[src/rtl/tbp_pkg.sv]
// Shared types, constants and counter helpers for the tournament branch predictor.
package tbp_pkg;

  localparam int PC_W        = 32;
  localparam int CTR_W       = 2;
  localparam int QUEUE_DEPTH = 2;
  localparam int QPTR_W      = $clog2(QUEUE_DEPTH);
  localparam int QCNT_W      = $clog2(QUEUE_DEPTH + 1);

  localparam logic [CTR_W-1:0] CTR_MAX  = 2'd3;
  localparam logic [CTR_W-1:0] CTR_MIN  = 2'd0;
  localparam logic [CTR_W-1:0] CTR_INIT = 2'd1;
  localparam logic [CTR_W-1:0] CTR_THR  = 2'd1;

  typedef enum logic {
    REQ_PREDICT = 1'b0,
    REQ_TRAIN   = 1'b1
  } req_e;

  typedef struct packed {
    req_e            req;
    logic [PC_W-1:0] pc;
    logic            outcome;
  } item_t;

  // back part -> front queue
  typedef struct packed {
    logic pop;
    logic clearing;
  } q_ctl_t;

  function automatic logic ctr_taken(input logic [CTR_W-1:0] c);
    return c > CTR_THR;
  endfunction

  function automatic logic [CTR_W-1:0] ctr_update(input logic [CTR_W-1:0] c, input logic up);
    logic [CTR_W-1:0] r;
    r = c;
    if (up) begin
      if (c != CTR_MAX) r = c + CTR_W'(1);
    end else begin
      if (c != CTR_MIN) r = c - CTR_W'(1);
    end
    return r;
  endfunction

endpackage

[src/rtl/tbp_front.sv]
// Front part: accepts request words, decodes the request type, queues them.
module tbp_front (
  input  logic                  clk_i,
  input  logic                  rst_ni,
  input  logic                  in_valid_i,
  output logic                  in_stall_o,
  input  logic                  req_type_i,
  input  logic [tbp_pkg::PC_W-1:0] pc_i,
  input  logic                  outcome_i,
  input  tbp_pkg::q_ctl_t       ctl_i,
  output logic                  head_valid_o,
  output tbp_pkg::item_t        head_o
);
  import tbp_pkg::*;

  item_t             entry_q [QUEUE_DEPTH];
  logic [QPTR_W-1:0] wr_ptr_q, wr_ptr_d;
  logic [QPTR_W-1:0] rd_ptr_q, rd_ptr_d;
  logic [QCNT_W-1:0] count_q, count_d;
  logic              push;
  item_t             in_item;

  assign in_stall_o   = (count_q == QCNT_W'(QUEUE_DEPTH)) || ctl_i.clearing;
  assign push         = in_valid_i && !in_stall_o;
  assign head_valid_o = (count_q != '0);
  assign head_o       = entry_q[rd_ptr_q];

  always_comb begin
    in_item.req     = req_type_i ? REQ_TRAIN : REQ_PREDICT;
    in_item.pc      = pc_i;
    in_item.outcome = outcome_i;
  end

  always_comb begin
    wr_ptr_d = wr_ptr_q;
    rd_ptr_d = rd_ptr_q;
    count_d  = count_q;
    if (push) begin
      wr_ptr_d = (wr_ptr_q == QPTR_W'(QUEUE_DEPTH - 1)) ? '0 : wr_ptr_q + QPTR_W'(1);
    end
    if (ctl_i.pop) begin
      rd_ptr_d = (rd_ptr_q == QPTR_W'(QUEUE_DEPTH - 1)) ? '0 : rd_ptr_q + QPTR_W'(1);
    end
    case ({push, ctl_i.pop})
      2'b10:   count_d = count_q + QCNT_W'(1);
      2'b01:   count_d = count_q - QCNT_W'(1);
      default: count_d = count_q;
    endcase
  end

  always_ff @(posedge clk_i or negedge rst_ni) begin
    if (!rst_ni) begin
      wr_ptr_q <= '0;
      rd_ptr_q <= '0;
      count_q  <= '0;
    end else begin
      wr_ptr_q <= wr_ptr_d;
      rd_ptr_q <= rd_ptr_d;
      count_q  <= count_d;
    end
  end

  always_ff @(posedge clk_i) begin
    if (push) entry_q[wr_ptr_q] <= in_item;
  end

  a_count_bound: assert property (@(posedge clk_i) disable iff (!rst_ni)
    count_q <= QCNT_W'(QUEUE_DEPTH))
    else $error("queue count above depth");

  a_pop_nonempty: assert property (@(posedge clk_i) disable iff (!rst_ni)
    ctl_i.pop |-> count_q != '0)
    else $error("pop from empty queue");

  a_no_push_clear: assert property (@(posedge clk_i) disable iff (!rst_ni)
    ctl_i.clearing |-> !push)
    else $error("word taken during table clear");

endmodule

[config.mk]
export PLATFORM = sky130hd
export DESIGN_NAME = tbp_front
export DESIGN_NICKNAME = d
export VERILOG_FILES = /design/src/rtl/tbp_pkg.sv /design/src/rtl/tbp_front.sv
export SDC_FILE = /design/constraint.sdc
export NUM_CORES = 1
export LEC_CHECK = 0
export BUFFER_PORTS_ARGS = -buffer_cell sky130_fd_sc_hd__buf_4
export CAP_MARGIN = 20
export CORE_MARGIN = 2
export CORE_UTILIZATION = 33
export CTS_BUF_LIST = sky130_fd_sc_hd__clkbuf_4 sky130_fd_sc_hd__clkbuf_8 sky130_fd_sc_hd__clkbuf_16
export CTS_CLUSTER_SIZE = 30
export DETAILED_ROUTE_END_ITERATION = 8
export PLACE_DENSITY = 0.59
export SLEW_MARGIN = 20
export SYNTH_ARGS = -nofsm -noshare
export SYNTH_HDL_FRONTEND = slang
export SYNTH_SLANG_ARGS = --single-unit
[constraint.sdc]
create_clock -name clk_i -period 5.6 [get_ports clk_i]
set_clock_uncertainty 0.1 [all_clocks]
set_input_delay 0.84 -clock clk_i [delete_from_list [all_inputs] [get_ports clk_i]]
set_output_delay 0.84 -clock clk_i [all_outputs]
set_load 0.01 [all_outputs]
Word-level counts from Yosys, hierarchy flattened
Memory sizes are Yosys's and may differ from the RTL's.
Index checks and enable logic that the tools add are counted.
{"block": "totals", "regBits": 4, "ram_bits": 68, "input_bits": 39, "mem_count": 1}
{"memory": "entry_q", "words": 2, "word_bits": 34, "read_ports": 1, "rd_ports_with_merged_regs": 0, "wr": 1, "line_no": "tbp_front.sv:16", "text": "item_t entry_q [QUEUE_DEPTH];"}
{"block": "op_classes", "add_sub_neg": 4, "eq_ne": 3, "muxes": 6, "reduce_logical": 5}
{"operator": "2-to-1 mux 1 bit", "count": 5}
{"operator": "equality test 2 bit, second input constant", "count": 2}
{"operator": "one-hot mux 2 bit (2 select lines)", "count": 1}
{"operator": "nonzero test 2 bit", "count": 2}
{"operator": "adder 1 bit, second input constant", "count": 2}
{"operator": "adder 2 x 1 -> 2 bit, second input constant", "count": 1}
{"operator": "equality test 2 x 1 -> 1 bit, second input constant", "count": 1}
{"operator": "subtractor 2 x 1 -> 2 bit, second input constant", "count": 1}
{"operator": "logical AND 1 bit", "count": 1}
{"operator": "logical NOT 1 bit", "count": 1}
{"operator": "logical OR 1 bit", "count": 1}

Depth between registers and ports, before layout
{"block": "depth", "depth_word": 6, "mapped_depth": 6, "ltp_nobuf": 6}

Least setup slack after synthesis
OpenSTA, ideal clock, no wires.
{"block": "synth_path", "kind": "input to register", "startpoint": "input ctl_i[0] (netlist name)", "endpoint": "memory entry_q[0][0] (netlist name), enable pin", "setup_ps": 425, "arrival_ps": 2533, "t_required_ps": 5075, "setup_slack_ps": 2542, "stages": 2, "path_cell_list": "nand3b_2 -> nor2_1"}
{"block": "synth_between", "elab_chain_len": 5}
{"item": "start: declaration", "line_no": "tbp_front.sv:10", "text": "input tbp_pkg::q_ctl_t ctl_i,"}
{"item": "logical OR 1 bit", "line_no": "tbp_front.sv:23", "text": "assign in_stall_o = (count_q == QCNT_W'(QUEUE_DEPTH)) || ctl_i.clearing;"}
{"item": "logical NOT 1 bit", "line_no": "tbp_front.sv:24", "text": "assign push = in_valid_i && !in_stall_o;"}
{"item": "logical AND 1 bit", "line_no": "tbp_front.sv:24"}
{"item": "2-to-1 mux 1 bit", "line_no": "tbp_front.sv:64", "text": "if (push) entry_q[wr_ptr_q] <= in_item;"}
{"item": "2-to-1 mux 1 bit (implied by the code)", "line_no": "tbp_front.sv:64"}
{"item": "end: declaration", "line_no": "tbp_front.sv:16"}
No other way between the ends.

==> flow_metrics.env <==
export IMPL_timing_fmax_mhz=339.8
export IMPL_coreArea_um2=8217
export IMPL_syn_nets=164
export IMPL_final_nets=245
export IMPL_cts_tree="yes"
export IMPL_criticalPathCategory="reg2out"
export IMPL_clock_latency_ns=0.34
export IMPL_slew_viol_final=0
export IMPL_grt_use_met2_pct=15.86
export IMPL_row_count=33
export IMPL_p_per_area_nw_per_um2=461.8
export IMPL_maxCapViolCount=0
export IMPL_fin_crit_sh_pct=52.55
export IMPL_cp_start_kind="register"
export IMPL_worst_pin_slew_ns=1.086
export IMPL_antenna_cells=0
export IMPL_hold_violations=0
export IMPL_die_area_um2=9258
export IMPL_drt_iter0_markers=63
export IMPL_gp_congestion=0.6131
export IMPL_die_x_um=96.22
export IMPL_htreeDepth=3
export IMPL_port_buffers=74
export IMPL_gr_total_overflow=0
export IMPL_seq_area_frac_synth_pct=76.33
export IMPL_netlist_area_um2=2806
export IMPL_die_height_um=96.22
export IMPL_initial_utilization_pct=34.16
export IMPL_area_delta_synth_final_pct=30.36
export IMPL_cts_resized_gates=0
export IMPL_cp_data_arrival_time_ns=2.00
export IMPL_reg2reg_slack_ns=3.53
export IMPL_max_slew_margin_rel_pct=27.61
export IMPL_ys_warn_count=0
export IMPL_drive_gt1_share_pct=61.43
export IMPL_rsz0062_at_grt="no"
export IMPL_synth_cell_types=14
export IMPL_clk_pin_slew_worst_paths_ns=0.08
export IMPL_io_pins=75
export IMPL_grt_use_met1_pct=13.48
export IMPL_remaining_drc_errors=0
export IMPL_synth_seq_cells=72
export IMPL_fin_ws_ns=2.657
export IMPL_ctsHoldBuffers=0
export IMPL_layout_commonest_cell="buf_4"
export IMPL_syn_inst=124
export IMPL_dp_hpwl_um=3066
export IMPL_antenna_found_initial=0
export IMPL_setup_viol=0
export IMPL_slowest_stage="dfrtp_2"
export IMPL_reg2regPathDepth=3
export IMPL_cts_buffers=9
export IMPL_period_needed_ns=2.943
export IMPL_post_cts_buffers=0
export IMPL_pre_cts_slack_ns=2.954
export IMPL_p_leak_nw=1.431
export IMPL_root_buffer="clkbuf_8"
export IMPL_rr_startpoint="count_q[0]$_DFFE_PN0P_"
export IMPL_crit_chain="mux2_2, buf_4"
export IMPL_via_per_inst=4.267
export IMPL_cp_max_fo=35
export IMPL_busiest_layer="met2"
export IMPL_mostFrequentLayoutCells="74 x buf_4, 68 x edfxtp_1, 29 x mux2_4, 9 x clkbuf_8, 5 x mux2_2"
export IMPL_hp_class="in2async"
export IMPL_post_drt_wl_per_cell_um=15.09
export IMPL_grt_pass1_wl_um=6920
export IMPL_status="finished, final reports clean"
export IMPL_required_ns=4.66
export IMPL_ant_nets=0
export IMPL_first_pass_iters=4
export IMPL_holdWs_ns=0.1877
export IMPL_dr_total_vias=1344
export IMPL_track_usage_pct=10.60
export IMPL_slowest_delay_ns=1.09
export IMPL_grt_pass1_vias=1420
export IMPL_drt_wl_total_um=4754
export IMPL_peakVddDrop_uv=233.8
export IMPL_crit_path_end_kind="primary output"
export IMPL_r2r_end="entry_q[0][18]$_DFFE_PP_"
export IMPL_grtUsageMet3_pct=3.681
export IMPL_cts_sinks=72
export IMPL_grt_max_degree=36
export IMPL_cts_path_max_buffers=2
export IMPL_syn_avg_cell_area_um2=22.63
export IMPL_tns_ns=0
[power by group]
part	switching, mW	total [mW]	internal (mW)	leakage, nW
sequential	0.0930	0.768	0.675	0.667
combinational	0.173	0.478	0.305	0.662
clock	0.194	0.444	0.250	0.101
[Yosys cell counts, drive strengths merged]
library cell | instances | area (um2)
mux2 | 34 | 491.7
xnor2 | 3 | 26.28
xor2 | 2 | 17.52
edfxtp | 68 | 2042
or2 | 1 | 6.260
inv | 1 | 3.750
dfrtp | 4 | 100.1
nand2b | 2 | 12.51
ha | 1 | 12.51
buf | 4 | 71.32
nor2 | 3 | 11.26
nand3b | 1 | 11.26
[worst max-delay path, delay by kind of cell (launching register included)]
kind	cells	cell delay [ns]
muxes	1	0.43
buffers and inverters	1	0.14
DFF	1	1.09
[metal layers]
| layer | part of all wire, % | vias up | routed length (um) |
|---|---|---|---|
| met2 | 44 | 61 | 2098 |
| met3 | 8.9 | 9 | 425 |
| met4 | 1.4 | 0 | 66 |
| li1 | - | 639 | - |
| met5 | 0 | - | 0 |
| met1 | 46 | 635 | 2164 |
[logic make-up after synthesis]
family / share of synthesized area, %
xor gates and xnor gates: 1.561
adders and majority gates: 0.4458
buffers and inverters: 2.675
DFF: 76.33
muxes: 17.52
and+or+nand+nor: 1.471
[per-stage QoR]
stage                     util, %  cell area [um2]  cells  power [mW]
final                       44.53             3659    315       1.690
after global placement      41.85             3438    299       1.262
after floorplan                 -             2806    124       1.093
after detailed placement    41.85             3438    299       1.269
after global routing        44.53             3659    315       1.767
after CTS                   44.53             3659    315       1.713
[registers in the layout, summed over array words and instances, names as in the netlist]
signal	flops
rd_ptr_q	1
entry_q	68
count_q	2
wr_ptr_q	1
[final cells by class]
class | count | area [um2]
fill | 709 | 4558
tap | 105 | 131.4
inverter | 1 | 3.754
clock buffer | 9 | 123.9
sequential | 72 | 2143
timing repair buffer | 74 | 555.5
clock inverter | 7 | 96.34
multi-input combinational | 47 | 604.3
[worst max-delay path by stage]
stage	start	endpoint	slack (ns)	cells past startpoint
6_report	rd_ptr_q$_DFFE_PN0P_	head_o[22]	2.66	2
5_1_grt	rd_ptr_q$_DFFE_PN0P_	head_o[22]	2.56	2
4_1_cts	rd_ptr_q$_DFFE_PN0P_	head_o[22]	2.60	2
3_5_place_dp	ctl_i[0]	entry_q[0][24]$_DFFE_PP_	2.95	3
3_3_place_gp	ctl_i[0]	entry_q[1][4]$_DFFE_PP_	2.99	3
2_1_floorplan	ctl_i[0]	entry_q[0][0]$_DFFE_PP_	2.54	2
(Power assumes the default switching activity.)
